`src/rtl/tfhs_pkg.sv`:
```
`default_nettype none
package tfhs_pkg;

  localparam int TEMP_W     = 16;
  localparam int POS_W      = 28;
  localparam int COEF_W     = 16;
  localparam int AZ_W       = 15;
  localparam int WLEN_W     = 11;
  localparam int THR_W      = 15;
  localparam int HEAD_W     = 17;
  localparam int CFG_IDX_W  = 3;
  localparam int CFG_DATA_W = 28;
  localparam int FRAC_SHIFT = 15;

  localparam int MAX_WINDOW_DEF = 1024;

  localparam logic [CFG_IDX_W-1:0] REG_AXIS_AZIMUTH   = 3'd0;
  localparam logic [CFG_IDX_W-1:0] REG_AXIS_SINE      = 3'd1;
  localparam logic [CFG_IDX_W-1:0] REG_AXIS_COSINE    = 3'd2;
  localparam logic [CFG_IDX_W-1:0] REG_NEAR_BOUND     = 3'd3;
  localparam logic [CFG_IDX_W-1:0] REG_FAR_BOUND      = 3'd4;
  localparam logic [CFG_IDX_W-1:0] REG_WINDOW_LENGTH  = 3'd5;
  localparam logic [CFG_IDX_W-1:0] REG_TEMP_THRESHOLD = 3'd6;
  localparam logic [CFG_IDX_W-1:0] REG_START_AZIMUTH  = 3'd7;

  localparam logic signed [TEMP_W-1:0] REF_UNSET   = -16'sd256;
  localparam logic [HEAD_W-1:0]        HEADING_OFS = 17'd11520;

  typedef enum logic [3:0] {
    ST_IDLE,
    ST_MUL_X,
    ST_MUL_Y,
    ST_ACC,
    ST_CHECK,
    ST_DIV,
    ST_DECIDE,
    ST_BOUND,
    ST_OUT
  } state_t;

  typedef struct packed {
    logic in_ready;
    logic mul_sel_y;
    logic div_start;
  } ctl_t;

endpackage
`default_nettype wire

```
`src/rtl/tfhs_if.sv`:
```
`default_nettype none
interface tfhs_in_if;
  import tfhs_pkg::*;
  logic                      valid;
  logic                      ready;
  logic signed [TEMP_W-1:0]  temperature;
  logic signed [POS_W-1:0]   pos_x;
  logic signed [POS_W-1:0]   pos_y;
  modport source (output valid, output temperature, output pos_x, output pos_y, input ready);
  modport sink   (input valid, input temperature, input pos_x, input pos_y, output ready);
endinterface

interface tfhs_out_if;
  import tfhs_pkg::*;
  logic                      valid;
  logic                      ready;
  logic signed [HEAD_W-1:0]  heading;
  logic                      far_side;
  modport source (output valid, output heading, output far_side, input ready);
  modport sink   (input valid, input heading, input far_side, output ready);
endinterface
`default_nettype wire

```
`src/rtl/tfhs_div.sv`:
```
`default_nettype none
module tfhs_div
  import tfhs_pkg::*;
#(
  parameter int SUM_W = 27,
  parameter int CNT_W = 11
) (
  input  wire logic                     clk,
  input  wire logic                     rst_n,
  input  wire logic                     start,
  input  wire logic signed [SUM_W-1:0]  dividend,
  input  wire logic        [CNT_W-1:0]  divisor,
  output      logic                     done,
  output      logic signed [TEMP_W-1:0] quotient
);

  localparam int IT_W = $clog2(SUM_W + 1);

  logic             busy_r, done_r, neg_r;
  logic [IT_W-1:0]  iter_r;
  logic [CNT_W-1:0] rem_r;
  logic [SUM_W-1:0] quo_r;
  logic [CNT_W-1:0] dvs_r;

  logic [CNT_W:0]    shifted;
  logic              ge;
  logic [TEMP_W-1:0] mag;
  logic [TEMP_W-1:0] q_signed;

  assign shifted  = {rem_r, quo_r[SUM_W-1]};
  assign ge       = shifted >= {1'b0, dvs_r};
  assign mag      = quo_r[TEMP_W-1:0];
  assign q_signed = neg_r ? (~mag + 1'b1) : mag;
  assign quotient = $signed(q_signed);
  assign done     = done_r;

  always_ff @(posedge clk) begin
    if (!rst_n) begin
      busy_r <= 1'b0;
      done_r <= 1'b0;
      iter_r <= '0;
    end else begin
      done_r <= 1'b0;
      if (start && !busy_r) begin
        busy_r <= 1'b1;
        iter_r <= IT_W'(SUM_W);
      end else if (busy_r) begin
        iter_r <= iter_r - 1'b1;
        if (iter_r == IT_W'(1)) begin
          busy_r <= 1'b0;
          done_r <= 1'b1;
        end
      end
    end
  end

  always_ff @(posedge clk) begin
    if (start && !busy_r) begin
      neg_r <= dividend[SUM_W-1];
      quo_r <= dividend[SUM_W-1] ? (~dividend + 1'b1) : dividend;
      rem_r <= '0;
      dvs_r <= divisor;
    end else if (busy_r) begin
      rem_r <= ge ? CNT_W'(shifted - {1'b0, dvs_r}) : shifted[CNT_W-1:0];
      quo_r <= {quo_r[SUM_W-2:0], ge};
    end
  end

endmodule
`default_nettype wire

```
`src/rtl/thermal_front_heading_selector.sv`:
```
`default_nettype none
// Thermal front heading selector. Each item (temperature, pos_x, pos_y) is
// projected onto the survey axis through one shared 28x16 multiplier (two
// passes), added into the window sum, and answered with one result item
// (heading, far_side). An item is taken only in the idle state, so a new item
// waits until the last one's result has been handed to the output register; an
// item that closes a window also waits on the bit-serial divider that forms
// the window mean. A finished result waits in the output register while the
// next item is taken; a result still held there when the next one is
// finished stalls the block until it is taken.
module thermal_front_heading_selector
  import tfhs_pkg::*;
#(
  parameter int MAX_WINDOW = MAX_WINDOW_DEF
) (
  input  wire logic                  clk,
  input  wire logic                  rst_n,
  tfhs_in_if.sink                    in_chan,
  tfhs_out_if.source                 out_chan,
  input  wire logic                  cfg_we,
  input  wire logic [CFG_IDX_W-1:0]  cfg_index,
  input  wire logic [CFG_DATA_W-1:0] cfg_data
);

  localparam int CNT_W  = $clog2(MAX_WINDOW + 1);
  localparam int SUM_W  = TEMP_W + 1 + $clog2(MAX_WINDOW);
  localparam int WC_W   = (CNT_W > WLEN_W) ? CNT_W : WLEN_W;
  localparam int PROD_W = POS_W + COEF_W;
  localparam int ACC_W  = PROD_W + 1;
  localparam int PROJ_W = ACC_W - FRAC_SHIFT;

  // configuration
  logic        [AZ_W-1:0]   axis_az_r, start_az_r;
  logic signed [COEF_W-1:0] sine_r, cosine_r;
  logic signed [POS_W-1:0]  near_r, far_r;
  logic        [WLEN_W-1:0] wlen_r;
  logic        [THR_W-1:0]  thr_r;

  always_ff @(posedge clk) begin
    if (!rst_n) begin
      axis_az_r  <= '0;
      sine_r     <= '0;
      cosine_r   <= 16'sd32767;
      near_r     <= '0;
      far_r      <= 28'sd16000;
      wlen_r     <= 11'd10;
      thr_r      <= 15'd128;
      start_az_r <= '0;
    end else if (cfg_we) begin
      unique case (cfg_index)
        REG_AXIS_AZIMUTH:   axis_az_r  <= cfg_data[AZ_W-1:0];
        REG_AXIS_SINE:      sine_r     <= $signed(cfg_data[COEF_W-1:0]);
        REG_AXIS_COSINE:    cosine_r   <= $signed(cfg_data[COEF_W-1:0]);
        REG_NEAR_BOUND:     near_r     <= $signed(cfg_data[POS_W-1:0]);
        REG_FAR_BOUND:      far_r      <= $signed(cfg_data[POS_W-1:0]);
        REG_WINDOW_LENGTH:  wlen_r     <= cfg_data[WLEN_W-1:0];
        REG_TEMP_THRESHOLD: thr_r      <= cfg_data[THR_W-1:0];
        REG_START_AZIMUTH:  start_az_r <= cfg_data[AZ_W-1:0];
        default: ;
      endcase
    end
  end

  // state
  state_t state_r, state_nxt;
  ctl_t   ctl;

  logic        [CNT_W-1:0]  count_r;
  logic signed [SUM_W-1:0]  sum_r;
  logic signed [TEMP_W-1:0] ref_r;
  logic                     side_r;

  logic signed [POS_W-1:0]  px_r, py_r;
  logic signed [PROD_W-1:0] prod_r;
  logic signed [ACC_W-1:0]  acc_r;

  logic                     out_valid_r;
  logic signed [HEAD_W-1:0] heading_r;
  logic                     far_side_r;

  logic                     div_done;
  logic signed [TEMP_W-1:0] div_q;

  logic                     in_accept, out_free;
  logic        [WC_W-1:0]   win_eff;
  logic                     win_close;
  logic signed [POS_W-1:0]  mul_a;
  logic signed [COEF_W-1:0] mul_b;
  logic signed [PROD_W-1:0] mul_p;
  logic signed [PROJ_W-1:0] proj;
  logic signed [PROJ_W-1:0] far_ext, near_ext;
  logic signed [TEMP_W:0]   diff;
  logic        [TEMP_W:0]   diff_abs;
  logic        [HEAD_W-1:0] heading_far;

  assign in_accept = in_chan.valid && ctl.in_ready;
  assign out_free  = !out_valid_r || out_chan.ready;

  always_comb begin
    if (wlen_r == '0) begin
      win_eff = WC_W'(1);
    end else if (WC_W'(wlen_r) > WC_W'(MAX_WINDOW)) begin
      win_eff = WC_W'(MAX_WINDOW);
    end else begin
      win_eff = WC_W'(wlen_r);
    end
  end
  assign win_close = WC_W'(count_r) >= win_eff;

  assign mul_a = ctl.mul_sel_y ? py_r : px_r;
  assign mul_b = ctl.mul_sel_y ? cosine_r : sine_r;
  assign mul_p = mul_a * mul_b;

  assign proj     = acc_r[ACC_W-1:FRAC_SHIFT];
  assign far_ext  = PROJ_W'(far_r);
  assign near_ext = PROJ_W'(near_r);

  assign diff     = (TEMP_W+1)'(div_q) - (TEMP_W+1)'(ref_r);
  assign diff_abs = diff[TEMP_W] ? (~diff + 1'b1) : diff;

  assign heading_far = HEADING_OFS + HEAD_W'(start_az_r)
                     + ((HEAD_W'(axis_az_r) - HEAD_W'(start_az_r)) << 1);

  tfhs_div #(
    .SUM_W (SUM_W),
    .CNT_W (CNT_W)
  ) u_div (
    .clk      (clk),
    .rst_n    (rst_n),
    .start    (ctl.div_start),
    .dividend (sum_r),
    .divisor  (count_r),
    .done     (div_done),
    .quotient (div_q)
  );

  always_comb begin
    state_nxt = state_r;
    unique case (state_r)
      ST_IDLE:   if (in_chan.valid) state_nxt = ST_MUL_X;
      ST_MUL_X:  state_nxt = ST_MUL_Y;
      ST_MUL_Y:  state_nxt = ST_ACC;
      ST_ACC:    state_nxt = ST_CHECK;
      ST_CHECK:  state_nxt = win_close ? ST_DIV : ST_BOUND;
      ST_DIV:    if (div_done) state_nxt = ST_DECIDE;
      ST_DECIDE: state_nxt = ST_BOUND;
      ST_BOUND:  state_nxt = ST_OUT;
      ST_OUT:    if (out_free) state_nxt = ST_IDLE;
      default:   state_nxt = ST_IDLE;
    endcase
  end

  always_comb begin
    ctl = '0;
    unique case (state_r)
      ST_IDLE:  ctl.in_ready  = 1'b1;
      ST_MUL_Y: ctl.mul_sel_y = 1'b1;
      ST_CHECK: ctl.div_start = win_close;
      default: ;
    endcase
  end

  assign in_chan.ready = ctl.in_ready;

  always_ff @(posedge clk) begin
    if (!rst_n) begin
      state_r <= ST_IDLE;
      count_r <= '0;
      sum_r   <= '0;
      ref_r   <= REF_UNSET;
      side_r  <= 1'b0;
    end else begin
      state_r <= state_nxt;
      if (in_accept) begin
        count_r <= count_r + 1'b1;
        sum_r   <= sum_r + SUM_W'(in_chan.temperature);
      end
      if (state_r == ST_DECIDE) begin
        count_r <= '0;
        sum_r   <= '0;
        if (ref_r <= 0) begin
          ref_r <= div_q;
        end else if (diff_abs >= (TEMP_W+1)'(thr_r)) begin
          side_r <= ~side_r;
          ref_r  <= div_q;
        end
      end
      if (state_r == ST_BOUND) begin
        if (proj >= far_ext) begin
          side_r <= 1'b1;
          ref_r  <= REF_UNSET;
        end else if (proj <= near_ext) begin
          side_r <= 1'b0;
          ref_r  <= REF_UNSET;
        end
      end
    end
  end

  always_ff @(posedge clk) begin
    if (in_accept) begin
      px_r <= in_chan.pos_x;
      py_r <= in_chan.pos_y;
    end
    if (state_r == ST_MUL_X || state_r == ST_MUL_Y) begin
      prod_r <= mul_p;
    end
    if (state_r == ST_MUL_Y) begin
      acc_r <= ACC_W'(prod_r);
    end
    if (state_r == ST_ACC) begin
      acc_r <= acc_r + ACC_W'(prod_r);
    end
  end

  always_ff @(posedge clk) begin
    if (!rst_n) begin
      out_valid_r <= 1'b0;
    end else if (state_r == ST_OUT && out_free) begin
      out_valid_r <= 1'b1;
    end else if (out_chan.ready) begin
      out_valid_r <= 1'b0;
    end
  end

  always_ff @(posedge clk) begin
    if (state_r == ST_OUT && out_free) begin
      heading_r  <= side_r ? $signed(heading_far) : $signed(HEAD_W'(start_az_r));
      far_side_r <= side_r;
    end
  end

  assign out_chan.valid    = out_valid_r;
  assign out_chan.heading  = heading_r;
  assign out_chan.far_side = far_side_r;

`ifndef SYNTHESIS
  a_ready_idle: assert property (@(posedge clk) disable iff (!rst_n)
    in_chan.ready |-> state_r == ST_IDLE)
    else $error("ready outside idle");

  a_count_max: assert property (@(posedge clk) disable iff (!rst_n)
    WC_W'(count_r) <= WC_W'(MAX_WINDOW))
    else $error("sample count beyond window limit");

  a_div_done: assert property (@(posedge clk) disable iff (!rst_n)
    div_done |-> state_r == ST_DIV)
    else $error("divider finished outside its state");

  a_near_heading: assert property (@(posedge clk) disable iff (!rst_n)
    out_valid_r && !far_side_r |-> heading_r == $signed(HEAD_W'(start_az_r)))
    else $error("near-side heading is not the start azimuth");
`endif

endmodule
`default_nettype wire
```
`src/flat_wrapper.sv`:
```
// flat-port wrapper written by rule: the top's interface ports become plain ports
module thermal_front_heading_selector_flat import tfhs_pkg::*;
#(
  parameter int MAX_WINDOW = MAX_WINDOW_DEF
)
  (clk, rst_n, cfg_we, cfg_index, cfg_data, in_chan_valid, in_chan_temperature, in_chan_pos_x, in_chan_pos_y, in_chan_ready, out_chan_valid, out_chan_heading, out_chan_far_side, out_chan_ready);
  tfhs_in_if in_chan_i ();
  tfhs_out_if out_chan_i ();
  input  wire logic clk;
  input  wire logic rst_n;
  input  wire logic cfg_we;
  input  wire logic [CFG_IDX_W-1:0] cfg_index;
  input  wire logic [CFG_DATA_W-1:0] cfg_data;
  input wire logic [$bits(in_chan_i.valid)-1:0] in_chan_valid;
  input wire logic [$bits(in_chan_i.temperature)-1:0] in_chan_temperature;
  input wire logic [$bits(in_chan_i.pos_x)-1:0] in_chan_pos_x;
  input wire logic [$bits(in_chan_i.pos_y)-1:0] in_chan_pos_y;
  output wire logic [$bits(in_chan_i.ready)-1:0] in_chan_ready;
  output wire logic [$bits(out_chan_i.valid)-1:0] out_chan_valid;
  output wire logic [$bits(out_chan_i.heading)-1:0] out_chan_heading;
  output wire logic [$bits(out_chan_i.far_side)-1:0] out_chan_far_side;
  input wire logic [$bits(out_chan_i.ready)-1:0] out_chan_ready;
  assign in_chan_i.valid = in_chan_valid;
  assign in_chan_i.temperature = in_chan_temperature;
  assign in_chan_i.pos_x = in_chan_pos_x;
  assign in_chan_i.pos_y = in_chan_pos_y;
  assign in_chan_ready = in_chan_i.ready;
  assign out_chan_valid = out_chan_i.valid;
  assign out_chan_heading = out_chan_i.heading;
  assign out_chan_far_side = out_chan_i.far_side;
  assign out_chan_i.ready = out_chan_ready;
  thermal_front_heading_selector #(.MAX_WINDOW(MAX_WINDOW)) u_core (.clk(clk), .rst_n(rst_n), .in_chan(in_chan_i), .out_chan(out_chan_i), .cfg_we(cfg_we), .cfg_index(cfg_index), .cfg_data(cfg_data));
endmodule
```
`config.mk`:
```
export PLATFORM = sky130hd
export DESIGN_NAME = thermal_front_heading_selector_flat
export DESIGN_NICKNAME = d
export VERILOG_FILES = /design/src/rtl/tfhs_pkg.sv /design/src/rtl/tfhs_if.sv /design/src/rtl/tfhs_div.sv /design/src/rtl/thermal_front_heading_selector.sv /design/src/flat_wrapper.sv
export SDC_FILE = /design/constraint.sdc
export NUM_CORES = 2
export LEC_CHECK = 0
export BUFFER_PORTS_ARGS = -buffer_cell sky130_fd_sc_hd__buf_4
export CAP_MARGIN = 20
export CORE_MARGIN = 5
export CORE_UTILIZATION = 56
export DETAILED_ROUTE_END_ITERATION = 8
export PLACE_DENSITY = 0.81
export SYNTH_ARGS = -nofsm -noshare
export SYNTH_HDL_FRONTEND = slang
export SYNTH_SLANG_ARGS = --single-unit
```
`constraint.sdc`:
```
create_clock -name clk -period 9.9 [get_ports clk]
set_input_delay 2.97 -clock clk [delete_from_list [all_inputs] [get_ports clk]]
set_output_delay 2.97 -clock clk [all_outputs]
set_load 0.005 [all_outputs]
```
==> run metrics <==
Max Cap Viol=0; Final ANT Viol Nets=0; Core Region=0.0727 sq mm; setup TNS=0 ns; Clock Power Share=0.218; synth warn=0; Final Hold Fails=0; worst flop-to-flop path endpoint=u_core.prod_r[43]; H-tree Lvls=2; PD cells=193 mW/mm^2; layout cells sized above 1=0.0736; Critical Path Sink=u_core.prod_r[43]; worst slew pin tran=1.15 ns; IO Count=128; CP arrival=9.47 ns; cell taking the most area after synthesis=fa_1; #FFs+latches synth=424; nets=5542; fin crit period=9.09 ns; largest net degree at the start of global routing=92; cell family with most CP delay=adder cells; Worst R2R Path Depth=28; slowest stage cell, crit path=mux2i_1; Crit path buffers/inverters=6; Slew Viols, Final=0; top-count cell post-synth=nand2_1; Worst setup EP type=register; Register Area=0.0105 sq mm; cells after synthesis=4616; Sw Ratio=0.423; syn avg cell area=8.87 sq um; DRC viols=0; Die X=280 microns; vias per cell=5.78; number of global-route vias before repair=32.8k; Worst R2R Start=u_core.state_r[1]; Setup crit start=u_core.state_r[1]; Critical Path Source Type=register; final instance area=0.0444 sq mm; WL per Instance=18.7 microns; fmax=110 MHz; Multi-input gate area=0.0271 sq mm; Distinct cells, synth=98; most instantiated cells after synthesis=781 x nand2_1, 711 x inv_1, 436 x fa_1; Final Cycle Share=0.918; Post-Layout Cell Count=5660; RD Place Congestion=0.944; Post-Syn Area=0.0409 sq mm; Max stage delay on crit path=1.00 ns; initial antenna violation count=0; Power Total=8570 uW; hold_buf cts=0; total CTS buffers=49; Syn-to-layout area delta=8.55%; initial drt markers=2607; async set or reset register ratio after synthesis=0; prevailing post-synth register cell=dfxtp_1; global route overflow=0; maximum vdd ir drop=0.176 mV; HPWL after detailed placement=81000 microns; top cell type's share of synthesized area=0.213; area post-placement=0.0427 sq mm; Int Pwr=4940 uW; post_cts resized=0; final setup vio count=0; Worst Path Max Fanout=79; CTS root buf=clkbuf_16; Comb pwr share=0.514; final wirelength=106000 microns; setup bufs post-CTS=0; Post-synth EDFFs=202; post-synthesis net count=5498; Hold Crit Class=register to register; most used cell, CP=fa_1; status=finished, final reports clean; R2R Setup Slk=0.81 ns; Psw=3630 uW; logic depth of the worst path, buffers included=28; register area share after synthesis=0.257; clock skew=0.0555 ns; drt first pass iters=8; unrepaired setup endpoints after global routing=no; CTS tree=yes; clock sinks=424; die area=0.0786 sq mm; # rows=99; clk slew on worst S/H paths=0.06 ns; vias after detailed routing=32.7k; worst path required time=10.28 ns; PortBufs=127; Synth area leaders=fa_1 21%, edfxtp_1 15%, dfxtp_1 11%, ha_1 10%, nand2_1 7.2%; placed cell count=5566; static leakage=0.0202 uW; clock buffer depth=3; CP Class=register to register; diodes inserted=0; fillers=5992; Clk Latency, worst-skew pair=0.65 ns; Initial Util=0.563; Rel. slew slack=0.213; Die Ht=280 microns; Seq pwr share=0.268; All-Layer GR Usage=0.267; first-pass GRT wire length=169000 microns
-- layer usage --
layer | track usage | wire [microns] | up-vias
li1 | - | - | 15200
met1 | 0.349 | 41800 | 15900
met2 | 0.445 | 50400 | 1339
met3 | 0.0383 | 8230 | 304
met4 | 0.116 | 5320 | 0
met5 | 0 | 0 | -
-- power by group through the flow --
| stage | combinational, uW | sequential [uW] | clock (uW) |
|---|---|---|---|
| floorplan | 3240 | 2260 | 0 |
| global placement | 4230 | 2320 | 0 |
| detailed placement | 4350 | 2330 | 0 |
| CTS | 4380 | 2290 | 1900 |
| global route | 4920 | 2310 | 1980 |
| finish | 4400 | 2290 | 1870 |
-- layout by cell type (no fill, tap or decap), drive strengths merged, types with 60 or more instances in the layout --
master | Yosys | final
nand3 | 60 | 60
clkbuf | 150 | 70
nor2 | 299 | 299
fa | 436 | 436
edfxtp | 202 | 202
xor2 | 84 | 84
a21oi | 321 | 321
inv | 712 | 713
ha | 338 | 338
nand2 | 782 | 782
a21o | 105 | 105
dfxtp | 222 | 222
nor3 | 66 | 66
buf | 23 | 166
xnor2 | 123 | 123
o21ai | 160 | 160
-- registers in the layout (all words and copies together), names as in the netlist, 4 cells and up --
| name | flops |
|---|---|
| u_core.start_az_r | 15 |
| u_core.prod_r | 44 |
| u_core.ref_r | 16 |
| u_core.out_chan.heading | 17 |
| u_core.state_r | 4 |
| u_core.u_div.iter_r | 5 |
| u_core.sine_r | 16 |
| u_core.u_div.dvs_r | 11 |
| u_core.thr_r | 15 |
| u_core.px_r | 28 |
| u_core.py_r | 28 |
| u_core.u_div.rem_r | 11 |
| u_core.wlen_r | 11 |
| u_core.sum_r | 27 |
| u_core.axis_az_r | 15 |
| u_core.cosine_r | 16 |
| u_core.far_r | 28 |
| u_core.acc_r | 45 |
| u_core.u_div.quo_r | 27 |
| u_core.count_r | 11 |
| u_core.near_r | 28 |
-- cells by family (layout without fill, tap and decap cells) --
family                     count (synthesis)  after routing  share of synthesized area
adders and majority gates                774            774                      0.317
buffers and inverters                    886            971                     0.0822
muxes                                     95             95                     0.0247
xor gates and xnor gates                 207            207                     0.0443
and+or+nand+nor                         1409           1409                      0.148
DFF                                      424            424                      0.257
AOI/OAI and AO/OA                        821            821                      0.128
-- worst min path at each step --
stage                           startpoint                endpoint  slack, ns  cells after the start
CTS                      u_core.near_r[16]       u_core.near_r[16]       0.46                      2
floorplan           u_core.u_div.rem_r[10]  u_core.u_div.rem_r[10]       0.43                      1
global route              u_core.far_r[15]        u_core.far_r[15]       0.47                      2
detailed placement       u_core.near_r[13]       u_core.near_r[13]       0.45                      2
finish                    u_core.thr_r[12]        u_core.thr_r[12]       0.46                      2
global placement    u_core.u_div.rem_r[10]  u_core.u_div.rem_r[10]       0.44                      1
-- metrics by stage --
step | hold slack, ns | utilization | worst slack [ns]
after floorplan | 0.427 | - | 1.70
after CTS | 0.455 | 0.611 | 0.928
final | 0.455 | 0.611 | 0.814
after global placement | 0.440 | 0.588 | 1.24
after global routing | 0.469 | 0.611 | 0.468
after detailed placement | 0.447 | 0.588 | 0.988
-- worst reg2reg max path: cells and delay by family (launching register included) --
kind / cells / cell delay (ns)
mux: 1 / 1.02
compound gates: 7 / 1.47
xor+xnor: 1 / 0.13
buf+inv: 6 / 0.85
flops: 1 / 0.56
simple gates: 6 / 1.37
fa+ha+maj: 7 / 3.46
-- cell type report --
class                   count  share of cell area
clock buffers              70              0.0319
well taps                 959              0.0270
flip-flops and latches    424               0.237
multi-input cells        3306               0.610
repair buffers            166              0.0288
inverters                 713              0.0603
clock inverters            22             0.00538
(Power assumes the default switching activity.)
